===== config.mk =====
export PLATFORM = sky130hd
export DESIGN_NAME = oversampled_soft_uart
export DESIGN_NICKNAME = d
export VERILOG_FILES = /design/src/hw/rtl/osu_pkg.sv /design/src/hw/rtl/osu_txq.sv /design/src/hw/rtl/osu_tx.sv /design/src/hw/rtl/osu_rx.sv /design/src/hw/rtl/osu_skid.sv /design/src/hw/rtl/oversampled_soft_uart.sv
export SDC_FILE = /design/constraint.sdc
export NUM_CORES = 1
export LEC_CHECK = 0
export BUFFER_PORTS_ARGS = -buffer_cell sky130_fd_sc_hd__buf_2
export CAP_MARGIN = 10
export CELL_PAD_IN_SITES_DETAIL_PLACEMENT = 1
export CELL_PAD_IN_SITES_GLOBAL_PLACEMENT = 1
export CORE_UTILIZATION = 30
export CTS_CLUSTER_SIZE = 14
export DETAILED_ROUTE_END_ITERATION = 16
export PLACE_DENSITY = 0.49
export SETUP_SLACK_MARGIN = 0.5
export SYNTH_ARGS = -nofsm -noshare
export SYNTH_HDL_FRONTEND = slang
export SYNTH_HIERARCHICAL = 1
export SYNTH_SLANG_ARGS = --single-unit

===== constraint.sdc =====
create_clock -name clk -period 4.86 [get_ports clk]
set_input_delay 0.486 -clock clk [delete_from_list [all_inputs] [get_ports clk]]
set_output_delay 0.486 -clock clk [all_outputs]
set_load 0.05 [all_outputs]

===== src/hw/rtl/osu_pkg.sv =====
// ----------------------------------------------------------------------------
// osu_pkg
// Request codes and shared types of the oversampled soft UART.
// ----------------------------------------------------------------------------
package osu_pkg;

  // request kinds carried on s_tuser
  localparam logic [1:0] REQ_RX_TICK = 2'd0;
  localparam logic [1:0] REQ_TX_TICK = 2'd1;
  localparam logic [1:0] REQ_LOAD    = 2'd2;

  localparam int unsigned BYTE_W  = 8;
  localparam int unsigned TOTAL_W = 16;
  localparam int unsigned RES_W   = 32;

  // receiver control driven by the transmitter
  typedef struct packed {
    logic enable;  // receiver accepts sample ticks
    logic flush;   // a load just started a transmission
  } rx_ctl_t;

  // one result, tx_line in bit 0
  typedef struct packed {
    logic [3:0]         pad;
    logic               fifo_full;
    logic [TOTAL_W-1:0] rx_total;
    logic               tx_done;
    logic               rx_valid;
    logic [BYTE_W-1:0]  rx_byte;
    logic               tx_line;
  } result_t;

endpackage


===== src/hw/rtl/osu_txq.sv =====
// ----------------------------------------------------------------------------
// osu_txq
// Transmit queue storage: one write port, one registered read port. A write
// to the address being read is forwarded into the read data.
// ----------------------------------------------------------------------------
module osu_txq
  import osu_pkg::*;
#(
  parameter int unsigned DEPTH = 16,
  parameter int unsigned AW    = 4
) (
  input  logic              clk,
  input  logic              we,
  input  logic [AW-1:0]     waddr,
  input  logic [BYTE_W-1:0] wdata,
  input  logic [AW-1:0]     raddr,
  output logic [BYTE_W-1:0] rdata
);

  logic [BYTE_W-1:0] mem [DEPTH];

  // write port
  always_ff @(posedge clk) begin
    if (we) begin
      mem[waddr] <= wdata;
    end
  end

  // read port with write-through forwarding
  always_ff @(posedge clk) begin
    if (we && (waddr == raddr)) begin
      rdata <= wdata;
    end else begin
      rdata <= mem[raddr];
    end
  end

endmodule


===== src/hw/rtl/osu_tx.sv =====
// ----------------------------------------------------------------------------
// osu_tx
// Transmitter: queue pointers, bit sequencer and receiver enable. The head
// byte is read from the queue memory in advance, addressed at the next head.
// ----------------------------------------------------------------------------
module osu_tx
  import osu_pkg::*;
#(
  parameter int unsigned QUEUE_DEPTH = 16
) (
  input  logic              clk,
  input  logic              rst,
  input  logic              load_req,
  input  logic              tick_req,
  input  logic [BYTE_W-1:0] load_byte,
  output logic              tx_line_next,
  output logic              tx_done_next,
  output logic              fifo_full_next,
  output rx_ctl_t           rx_ctl
);

  localparam int unsigned QW   = (QUEUE_DEPTH > 1) ? $clog2(QUEUE_DEPTH) : 1;
  localparam int unsigned CNTW = $clog2(QUEUE_DEPTH + 1);
  localparam int unsigned SUMW = CNTW + 1;

  typedef enum logic [1:0] {
    TX_IDLE,
    TX_START,
    TX_DATA,
    TX_STOP
  } tx_phase_t;

  tx_phase_t         tx_phase, tx_phase_next;
  logic [2:0]        tx_bit_index, tx_bit_index_next;
  logic [QW-1:0]     queue_head, queue_head_next;
  logic [CNTW-1:0]   queue_count, queue_count_next;
  logic              tx_line_reg;
  logic              rx_enabled, rx_enabled_next;
  logic              flush;
  logic              done;

  logic              q_we;
  logic [QW-1:0]     q_waddr;
  logic [BYTE_W-1:0] head_byte;
  logic [SUMW-1:0]   tail_sum;
  logic [SUMW-1:0]   head_sum;

  // tail slot and next head, wrapped into the queue
  always_comb begin
    tail_sum = SUMW'(queue_head) + SUMW'(queue_count);
    if (tail_sum >= SUMW'(QUEUE_DEPTH)) begin
      tail_sum = tail_sum - SUMW'(QUEUE_DEPTH);
    end
    head_sum = SUMW'(queue_head) + SUMW'(1);
    if (head_sum >= SUMW'(QUEUE_DEPTH)) begin
      head_sum = head_sum - SUMW'(QUEUE_DEPTH);
    end
  end

  assign q_waddr = tail_sum[QW-1:0];

  // next state of the sequencer
  always_comb begin
    tx_phase_next     = tx_phase;
    tx_bit_index_next = tx_bit_index;
    queue_head_next   = queue_head;
    queue_count_next  = queue_count;
    tx_line_next      = tx_line_reg;
    rx_enabled_next   = rx_enabled;
    q_we              = 1'b0;
    flush             = 1'b0;
    done              = 1'b0;
    if (load_req) begin
      if (queue_count < CNTW'(QUEUE_DEPTH)) begin
        q_we             = 1'b1;
        queue_count_next = queue_count + CNTW'(1);
        if (tx_phase == TX_IDLE) begin
          tx_phase_next     = TX_START;
          tx_bit_index_next = 3'd0;
          rx_enabled_next   = 1'b0;
          flush             = 1'b1;
        end
      end
    end else if (tick_req) begin
      case (tx_phase)
        TX_START: begin
          tx_line_next      = 1'b0;
          tx_phase_next     = TX_DATA;
          tx_bit_index_next = 3'd0;
        end
        TX_DATA: begin
          tx_line_next = head_byte[tx_bit_index];
          if (tx_bit_index == 3'd7) begin
            tx_bit_index_next = 3'd0;
            tx_phase_next     = TX_STOP;
          end else begin
            tx_bit_index_next = tx_bit_index + 3'd1;
          end
        end
        TX_STOP: begin
          tx_line_next      = 1'b1;
          tx_bit_index_next = 3'd0;
          queue_head_next   = head_sum[QW-1:0];
          if (queue_count != '0) begin
            queue_count_next = queue_count - CNTW'(1);
          end
          if (queue_count_next != '0) begin
            tx_phase_next = TX_START;
          end else begin
            tx_phase_next   = TX_IDLE;
            rx_enabled_next = 1'b1;
            done            = 1'b1;
          end
        end
        default: begin
        end
      endcase
    end
  end

  // state registers
  always_ff @(posedge clk) begin
    if (rst) begin
      tx_phase     <= TX_IDLE;
      tx_bit_index <= 3'd0;
      queue_head   <= '0;
      queue_count  <= '0;
      tx_line_reg  <= 1'b1;
      rx_enabled   <= 1'b1;
    end else begin
      tx_phase     <= tx_phase_next;
      tx_bit_index <= tx_bit_index_next;
      queue_head   <= queue_head_next;
      queue_count  <= queue_count_next;
      tx_line_reg  <= tx_line_next;
      rx_enabled   <= rx_enabled_next;
    end
  end

  // queue memory, read at the next head pointer
  osu_txq #(
    .DEPTH (QUEUE_DEPTH),
    .AW    (QW)
  ) u_txq (
    .clk   (clk),
    .we    (q_we),
    .waddr (q_waddr),
    .wdata (load_byte),
    .raddr (queue_head_next),
    .rdata (head_byte)
  );

  assign tx_done_next   = done;
  assign fifo_full_next = (queue_count_next == CNTW'(QUEUE_DEPTH));
  assign rx_ctl.enable  = rx_enabled;
  assign rx_ctl.flush   = flush;

endmodule


===== src/hw/rtl/osu_rx.sv =====
// ----------------------------------------------------------------------------
// osu_rx
// Receiver: oversampling shift, majority vote and frame sequencer.
// ----------------------------------------------------------------------------
module osu_rx
  import osu_pkg::*;
#(
  parameter int unsigned SAMPLES = 3
) (
  input  logic               clk,
  input  logic               rst,
  input  logic               tick_req,
  input  logic               rx_level,
  input  rx_ctl_t            rx_ctl,
  output logic [BYTE_W-1:0]  rx_byte_next,
  output logic               rx_valid_next,
  output logic [TOTAL_W-1:0] rx_total_next
);

  localparam int unsigned SW = SAMPLES;
  localparam int unsigned CW = $clog2(SAMPLES + 1);

  typedef enum logic [1:0] {
    RX_IDLE,
    RX_START,
    RX_DATA,
    RX_STOP
  } rx_phase_t;

  rx_phase_t          rx_phase, rx_phase_next;
  logic [SW-1:0]      sample_shift, sample_shift_next;
  logic [CW-1:0]      sample_count, sample_count_next;
  logic [2:0]         rx_bit_index, rx_bit_index_next;
  logic [BYTE_W-1:0]  rx_shift;
  logic [TOTAL_W-1:0] byte_count;

  logic [SW:0]        sh_ext;
  logic [SW-1:0]      sh;
  logic [CW-1:0]      cnt_inc;
  logic [CW-1:0]      ones;
  logic [CW:0]        twice;
  logic               bit_vote;

  // majority vote over the shifted-in samples
  always_comb begin
    sh_ext  = {sample_shift, rx_level};
    sh      = sh_ext[SW-1:0];
    cnt_inc = sample_count + CW'(1);
    ones    = '0;
    for (int k = 0; k < SAMPLES; k++) begin
      ones = ones + CW'(sh[k]);
    end
    twice    = {ones, 1'b0};
    bit_vote = (twice > (CW + 1)'(SAMPLES));
  end

  // frame sequencer
  always_comb begin
    rx_phase_next     = rx_phase;
    sample_shift_next = sample_shift;
    sample_count_next = sample_count;
    rx_bit_index_next = rx_bit_index;
    rx_byte_next      = rx_shift;
    rx_total_next     = byte_count;
    rx_valid_next     = 1'b0;
    if (rx_ctl.flush) begin
      rx_phase_next     = RX_IDLE;
      sample_shift_next = '0;
      sample_count_next = '0;
    end else if (tick_req && rx_ctl.enable) begin
      if (rx_phase == RX_IDLE) begin
        if (!rx_level) begin
          rx_phase_next     = RX_START;
          sample_shift_next = '0;
          sample_count_next = '0;
        end
      end else if (cnt_inc < CW'(SAMPLES)) begin
        sample_shift_next = sh;
        sample_count_next = cnt_inc;
      end else begin
        sample_shift_next = '0;
        sample_count_next = '0;
        case (rx_phase)
          RX_START: begin
            if (!bit_vote) begin
              rx_phase_next     = RX_DATA;
              rx_byte_next      = '0;
              rx_bit_index_next = 3'd0;
            end else begin
              rx_phase_next = RX_IDLE;
            end
          end
          RX_DATA: begin
            rx_byte_next = rx_shift | (BYTE_W'(bit_vote) << rx_bit_index);
            if (rx_bit_index == 3'd7) begin
              rx_bit_index_next = 3'd0;
              rx_phase_next     = RX_STOP;
            end else begin
              rx_bit_index_next = rx_bit_index + 3'd1;
            end
          end
          RX_STOP: begin
            // a low stop bit keeps hunting in this phase
            if (bit_vote) begin
              rx_total_next = byte_count + TOTAL_W'(1);
              rx_phase_next = RX_IDLE;
              rx_valid_next = 1'b1;
            end
          end
          default: begin
          end
        endcase
      end
    end
  end

  // state registers
  always_ff @(posedge clk) begin
    if (rst) begin
      rx_phase     <= RX_IDLE;
      sample_shift <= '0;
      sample_count <= '0;
      rx_bit_index <= 3'd0;
      rx_shift     <= '0;
      byte_count   <= '0;
    end else begin
      rx_phase     <= rx_phase_next;
      sample_shift <= sample_shift_next;
      sample_count <= sample_count_next;
      rx_bit_index <= rx_bit_index_next;
      rx_shift     <= rx_byte_next;
      byte_count   <= rx_total_next;
    end
  end

endmodule


===== src/hw/rtl/osu_skid.sv =====
// ----------------------------------------------------------------------------
// osu_skid
// Two-entry output stage: an output register and a skid register, so a new
// request is taken while a result waits downstream.
// ----------------------------------------------------------------------------
module osu_skid
  import osu_pkg::*;
(
  input  logic    clk,
  input  logic    rst,
  input  logic    push,
  input  result_t push_data,
  output logic    ready,
  output logic    m_valid,
  input  logic    m_ready,
  output result_t m_data
);

  logic    sk_valid;
  result_t sk_data;

  assign ready = !sk_valid;

  // control
  always_ff @(posedge clk) begin
    if (rst) begin
      m_valid  <= 1'b0;
      sk_valid <= 1'b0;
    end else if (!m_valid || m_ready) begin
      if (sk_valid) begin
        m_valid  <= 1'b1;
        sk_valid <= 1'b0;
      end else begin
        m_valid <= push;
      end
    end else if (push) begin
      sk_valid <= 1'b1;
    end
  end

  // payload
  always_ff @(posedge clk) begin
    if (!m_valid || m_ready) begin
      m_data <= sk_valid ? sk_data : push_data;
    end else if (push) begin
      sk_data <= push_data;
    end
  end

endmodule


===== src/hw/rtl/oversampled_soft_uart.sv =====
// ----------------------------------------------------------------------------
// oversampled_soft_uart
// Half-duplex 8N1 UART with majority-vote receive sampling and a transmit
// queue held in a synchronous memory.
// ----------------------------------------------------------------------------
// With m_tready held high one request enters per clock and gives one
// result, which shows on m_tdata the cycle after its request, and the
// sustained rate is one request per cycle. The transmit queue is a memory
// with a registered read, addressed every cycle at the head pointer the
// current request leaves behind, so the byte under transmission is ready
// for the next transmit tick; a load into the empty slot being read is
// forwarded into the read data. An output register plus a skid register
// keep s_tready high while one result waits; s_tready drops only when
// two results are held. Queue entries need no clearing after reset.
// ----------------------------------------------------------------------------
module oversampled_soft_uart
  import osu_pkg::*;
#(
  parameter int unsigned SAMPLES     = 3,
  parameter int unsigned QUEUE_DEPTH = 16
) (
  input  logic        clk,
  input  logic        rst,
  input  logic        s_tvalid,
  output logic        s_tready,
  input  logic [15:0] s_tdata,   // rx_level[0], load_byte[8:1], zero[15:9]
  input  logic [1:0]  s_tuser,   // req_type[1:0]
  output logic        m_tvalid,
  input  logic        m_tready,
  output logic [31:0] m_tdata    // tx_line[0], rx_byte[8:1], rx_valid[9],
                                 // tx_done[10], rx_total[26:11],
                                 // fifo_full[27], zero[31:28]
);

  logic    accept;
  logic    rx_tick;
  logic    tx_tick;
  logic    load;
  rx_ctl_t rx_ctl;
  result_t res;
  result_t out_res;

  // request decode
  assign accept  = s_tvalid && s_tready;
  assign rx_tick = accept && (s_tuser == REQ_RX_TICK);
  assign tx_tick = accept && (s_tuser == REQ_TX_TICK);
  assign load    = accept && (s_tuser == REQ_LOAD);

  osu_tx #(
    .QUEUE_DEPTH (QUEUE_DEPTH)
  ) u_tx (
    .clk            (clk),
    .rst            (rst),
    .load_req       (load),
    .tick_req       (tx_tick),
    .load_byte      (s_tdata[8:1]),
    .tx_line_next   (res.tx_line),
    .tx_done_next   (res.tx_done),
    .fifo_full_next (res.fifo_full),
    .rx_ctl         (rx_ctl)
  );

  osu_rx #(
    .SAMPLES (SAMPLES)
  ) u_rx (
    .clk           (clk),
    .rst           (rst),
    .tick_req      (rx_tick),
    .rx_level      (s_tdata[0]),
    .rx_ctl        (rx_ctl),
    .rx_byte_next  (res.rx_byte),
    .rx_valid_next (res.rx_valid),
    .rx_total_next (res.rx_total)
  );

  assign res.pad = '0;

  osu_skid u_skid (
    .clk       (clk),
    .rst       (rst),
    .push      (accept),
    .push_data (res),
    .ready     (s_tready),
    .m_valid   (m_tvalid),
    .m_ready   (m_tready),
    .m_data    (out_res)
  );

  assign m_tdata = out_res;

endmodule


==> After elaboration in Yosys (flattened, before gate mapping) <==
Memory sizes are Yosys's and may differ from the RTL's. A register that Yosys moved wholly into a read port is not among the register bits.
Index checks and enable logic that the tools add are counted.
{ "classes": {"add_sub_neg": 12, "order_cmp": 6, "n_eq_ne": 20, "n_shift": 1, "mux": 84, "n_bitwise": 5, "n_reduce_logical": 29} }
{ "ops": {"columns": ["op", "count"], "rows": [
  ["two-way mux 16 bit", 6],
  ["two-way mux 5 bit", 8],
  ["two-way mux 8 bit", 5],
  ["two-way mux 2 bit", 17],
  ["two-way mux 1 bit", 28],
  ["two-way mux 28 bit", 1],
  ["two-way mux 3 bit", 7],
  ["two-way mux 4 bit", 5],
  ["adder 16 x 1 -> 16 bit, second input constant", 1],
  ["case mux 8 bit (2 select lines)", 1],
  ["case mux 2 bit (3 select lines)", 2],
  ["case mux 3 bit (2 select lines)", 2],
  ["AND reduction 6 bit", 2],
  ["== test 2 bit, second input constant", 5],
  ["AND reduction 5 bit", 2],
  ["nonzero test 5 bit", 2],
  ["OR 8 bit", 1],
  ["nonzero test 4 bit", 2],
  ["<< shifter 1 x 3 -> 8 bit", 1],
  ["subtractor 4 x 1 -> 4 bit, second input constant", 2],
  ["adder 3 x 1 -> 3 bit, second input constant", 2],
  ["adder 4 x 5 -> 6 bit", 1],
  ["== test 2 x 1 -> 1 bit, second input constant", 3],
  ["== test 3 bit, second input constant", 2],
  ["29 further kinds", 49]
]} }
{ "word_totals": {"register_bits": 107, "mem_bits_rw": 128, "inputBits": 22, "elab_cells": 184, "n_memories": 1} }
{ "memory_table": {"columns": ["name", "depth", "word_bits", "rd", "rd_clocked_by_memory_dff", "wr", "line", "text"], "rows": [
  ["u_tx.u_txq.mem", 16, 8, 1, 1, 1, "osu_txq.sv:20", "logic [BYTE_W-1:0] mem [DEPTH];"]
]} }

==> Logic depth before layout (Yosys ltp) <==
{ "logic_depth": {"word_depth": 11, "mapped_depth": 15, "mapped_depth_nobuf": 11} }

==> Cells and area by module <==
The synthesis kept the hierarchy.
{ "modules_own_cells": {"columns": ["mod", "n_inst", "cells_each", "area_per_inst_um2", "seq_area_each_um2"], "rows": [
  ["osu_txq", 1, 225, 5067.4, 3923.8],
  ["osu_skid", 1, 109, 2529.9, 1961.9],
  ["osu_rx", 1, 216, 1858.0, 660.6],
  ["osu_tx", 1, 129, 1102.3, 320.3],
  ["oversampled_soft_uart", 1, 5, 45.0, 0.0]
]} }

==> Worst setup path after synthesis <==
OpenSTA, ideal clock, no wires.
{ "synth_timing": {"path_kind": "reg-to-reg", "start": "register u_skid.m_valid", "end": "register u_skid/sk_data[0] in the netlist's numbering, enable pin", "arrival_ns": 2.992, "path_slack_ns": 1.446, "path_stages_with_launch": 3, "path_buffers": 0, "synth_period_minus_slack_ns": 3.414, "path_cell_list": "dfxtp_1 nand2b_1 nor2_1"} }
{ "synth_via": {"elab_chain_cells": 4} }
{ "synth_rtl": {"columns": ["item", "line", "text"], "rows": [
  ["start: declaration", "osu_skid.sv:14", "output logic m_valid,"],
  ["start signal: assignment", "osu_skid.sv:34", "m_valid <= push;"],
  ["zero test 1 bit", "osu_skid.sv:43", "if (!m_valid || m_ready) begin"],
  ["logical OR 1 bit", "osu_skid.sv:43", null],
  ["inverter 1 bit (no line)", null, null],
  ["AND reduction 2 bit (no line)", null, null],
  ["end signal: assignment", "osu_skid.sv:46", "sk_data <= push_data;"],
  ["end: declaration", "osu_skid.sv:20", "result_t sk_data;"]
]} }
No other way between the ends.
A chain may end at the register's enable or synchronous reset.

==> out/qor.log <==
[global_routing] grt peak-use layer met2
[pwr] sequential cell fraction of total power 51.5%
[global_routing] remaining global-route overflow 0
[layout] largest registers u_tx/u_txq/mem x128, u_skid/m_data x32, u_skid/sk_data x32
[sta] worst clock skew 0.00979 ns
[pwr] internal power 3.53 mW
[sta] tightest slew margin relative to the limit 30.4%
[floorplanning] Core Footprint 34,600 um^2
[placed_design] number of buffer cells added on primary ports 48
[route] average vias per placed instance 4.82
[cts] clk root buf clkbuf_16
[run_status] outcome completed
[route] total length of routed wires 22.7 mm
[route] number of optimization iterations in the first detailed-route pass 6
[cts] clock tree from TritonCTS done
[sta] Achievable Freq 296 MHz
[pwr] overall power 4.49 mW
[worst_setup_path] Crit path largest cell delay 0.79 ns
[pwr] combinational share of power 4.0%
[worst_setup_path] worst path cell trace buf_4 > mux4_1 > a22oi_1 > nand2_1 > mux4_2 > mux2i_1 > o21ai_1 > mux2_2
[layout] area of combinational cells with multiple inputs 3480 um^2
[worst_setup_path] data arrival time of the critical path 3.66 ns
[worst_setup_path] element type at the critical path end register
[pwr] largest voltage drop on the vdd net 226 uV
[logic_synthesis] async set-or-reset flop fraction in the synthesized netlist 0%
[cts] Bufs on Longest Clock Path 3
[layout] synth-to-layout area growth 14.5%
[cts] total of hold buffers inserted after clock tree synthesis 0
[global_routing] pin count of the biggest net entering global routing 53
[route] routed wire length per instance 18.6 um
[floorplanning] initial core utilization 30.6%
[route] DRC viols 0
[cts] clock transition at the registers of the reported paths 0.06 ns
[layout] largest reg by FF count u_tx/u_txq/mem
[logic_synthesis] count of yosys warnings during synthesis 6
[global_routing] global routing usage on met1 16.4%
[worst_setup_path] data required time at the worst endpoint 5.14 ns
[floorplanning] height of the die 190 um
[pwr] Leakage Power 4.20 nW
[layout] Layout fillers 3,583
[pwr] switching part of the total 21.4%
[cts] buffer count from post-CTS setup fixing 0
[flow_run] max cap viols 0
[logic_synthesis] Mapped Area 10,600 um^2
[pwr] total power divided by cell area 370 nW/um^2
[placed_design] post-detailed-placement half-perimeter wirelength 14.9 mm
[sta] Final setup violation count 0
[cts] count of cells resized by post-cts repair 0
[sta] count of final max-slew check failures 0
[layout] area taken by flip-flops and latches 6870 um^2
[worst_setup_path] peak fanout along the critical path 19
[sta] Setup TNS 0 ns
[route] number of violations reported at the end of detailed-routing iteration 0 248
[sta] hold violation total from the final report 0
[logic_synthesis] count of flip-flops with a built-in enable after synthesis 192
[worst_setup_path] Worst Setup Path Type reg2reg
[cts] clk sink count 247
[logic_synthesis] sequential share of the synthesized area 64.8%
[worst_setup_path] cell with the largest stage delay on the worst path dfxtp_2
[pwr] clock network power share 44.5%
[worst_setup_path] startpoint type of the worst setup path register
[layout] Diodes inserted 0
[logic_synthesis] Avg Synthesized Cell Area 15.5 um^2
[sta] shortest period the worst path allows 3.38 ns
[global_routing] GRT Total Usage 12.9%
[global_routing] wire length of the first global-routing pass 36.3 mm
[global_routing] met2 global-route usage 22.6%
[route] total vias in the final route 5,884
[logic_synthesis] FF+latch count, synth 247
[floorplanning] chip width 190 um
[logic_synthesis] leading register cell type out of synthesis edfxtp_1
[sta] Least-Margin Pin Slew 1.04 ns
[floorplanning] Std-Cell Rows 68
[global_routing] antenna violations before repair 0
[hold_path] type of the worst min-delay path in2reg
[pwr] net switching component of the power 963 uW
[sta] final critical-path share of the clock period 69.6%
[placed_design] placed standard-cell area 11,300 um^2
[layout] final standard cell area without fillers 12,100 um^2
[route] ANT nets after route 0
[logic_synthesis] cell count after synthesis 684
[global_routing] met3 Use GR 2.20%
[logic_synthesis] post-synth cell types 69
[sta] setup repair after global routing missed its margin no
[floorplanning] IO Count 56
[floorplanning] DIE AREA 36,100 um^2
[cts] H-tree depth 1
[cts] number of clock buffers inserted by TritonCTS 28
[placed_design] routability congestion estimate 0.756
[layout] fraction of layout cells with a size suffix above 1 21.9%
[layout] number of nets in the layout 785
[layout] max reg flops 128
[cts] clock latency on the worst-skew pair 0.53 ns
[global_routing] vias in the first global route 6,419
[placed cells by master, fill, tap and decap left out, types with 5 or more instances in the layout]
master	synthesis	layout
a21oi_1	23	23
nand2_1	36	36
or3_1	7	7
a22oi_1	19	19
inv_1	19	19
conb_1	1	8
nor2b_1	19	19
edfxtp_1	192	192
clkinv_2	0	7
nand2b_1	9	8
buf_2	7	48
mux4_1	14	14
dfxtp_1	55	52
mux2_2	11	11
o21ai_0	10	10
mux4_2	20	20
xor2_1	7	7
nor2_1	40	39
ha_1	16	16
nand4_1	11	11
nand3_1	17	17
clkbuf_16	0	29
xnor2_1	9	9
nor3_1	14	12
or4_1	5	5
nor4_1	6	6
clkinv_1	0	8
a31oi_1	5	5
mux2_4	28	28
[synth_stat cells, types with 14 or more instances]
master / number / share of area, %
mux4_1: 14 / 3.5
mux2_4: 28 / 4.0
edfxtp_1: 192 / 54
a22oi_1: 19 / 1.3
dfxtp_1: 55 / 10
a21oi_1: 23 / 1.1
nand3_1: 17 / 0.80
ha_1: 16 / 1.9
mux4_2: 20 / 4.2
nor3_1: 14 / 0.66
inv_1: 19 / 0.67
nor2_1: 40 / 1.4
nor2b_1: 19 / 1.1
nand2_1: 36 / 1.3
[final cells by class]
cell class	instances	share of cell area, %
Clock buffer	33	6.10
Clock inverter	18	1.09
Inverter	19	0.588
Multi-Input combinational cell	398	28.7
Sequential cell	247	56.6
Tap cell	455	4.69
Timing Repair Buffer	52	2.23
[layer usage]
metal	vias up	part of all wire [%]
met5	-	0
met4	0	1.4
met3	27	3.6
met2	78	50
met1	3001	46
li1	2778	-
[cells by family (layout without fill, tap and decap cells)]
group                    after synthesis  after routing  synth area share [%]
AO/OA/AOI/OAI                         84             84                  5.46
XOR/XNOR                              16             16                  1.32
adder cells (fa/ha/maj)               17             17                  2.08
buffers and inverters                 46            122                  2.84
flip-flops                           247            247                  64.8
multiplexers                          77             77                  13.2
other                                  1              8                0.0354
AND/OR/NAND/NOR                      196            196                  10.3
[power by group through the flow]
stage	clock [mW]	sequential, mW	combinational [mW]
after global routing	2.14	2.32	0.193
after global placement	0	2.36	0.176
after detailed placement	0	2.36	0.181
after CTS	2.07	2.32	0.182
after floorplan	0	2.42	0.0633
final	2.00	2.31	0.178
[stage by stage]
stage                     hold WS, ns  util [%]  setup WS, ns  cells
after floorplan                 0.432         -          1.45    691
after global placement          0.449      32.5          1.37   1171
after detailed placement        0.453      32.5          1.27   1171
after CTS                       0.241      35.0          1.35   1222
after global routing            0.268      35.0          1.22   1222
final                           0.272      35.0          1.48   1222
[worst max-delay path: cells and delay by family (launching register included)]
kind,cells,cell delay [ns]
muxes,4,1.55
and+or+nand+nor,1,0.07
DFF,1,0.79
AOI/OAI and AO/OA,2,0.32
buffers and inverters,1,0.41
[path summary, 6_finish.rpt]
kind / start / cells after the start / slack, ns / to
max: register / 8 / 1.48 / u_skid/m_data[0]
min: s_tdata[0] / 3 / 0.27 / u_rx/sample_shift[0]
max reg2reg: register / 8 / 1.48 / u_skid/m_data[0]
min reg2reg: u_rx/rx_shift[4] / 1 / 0.47 / u_rx/rx_shift[4]
(Power assumes the default switching activity.)
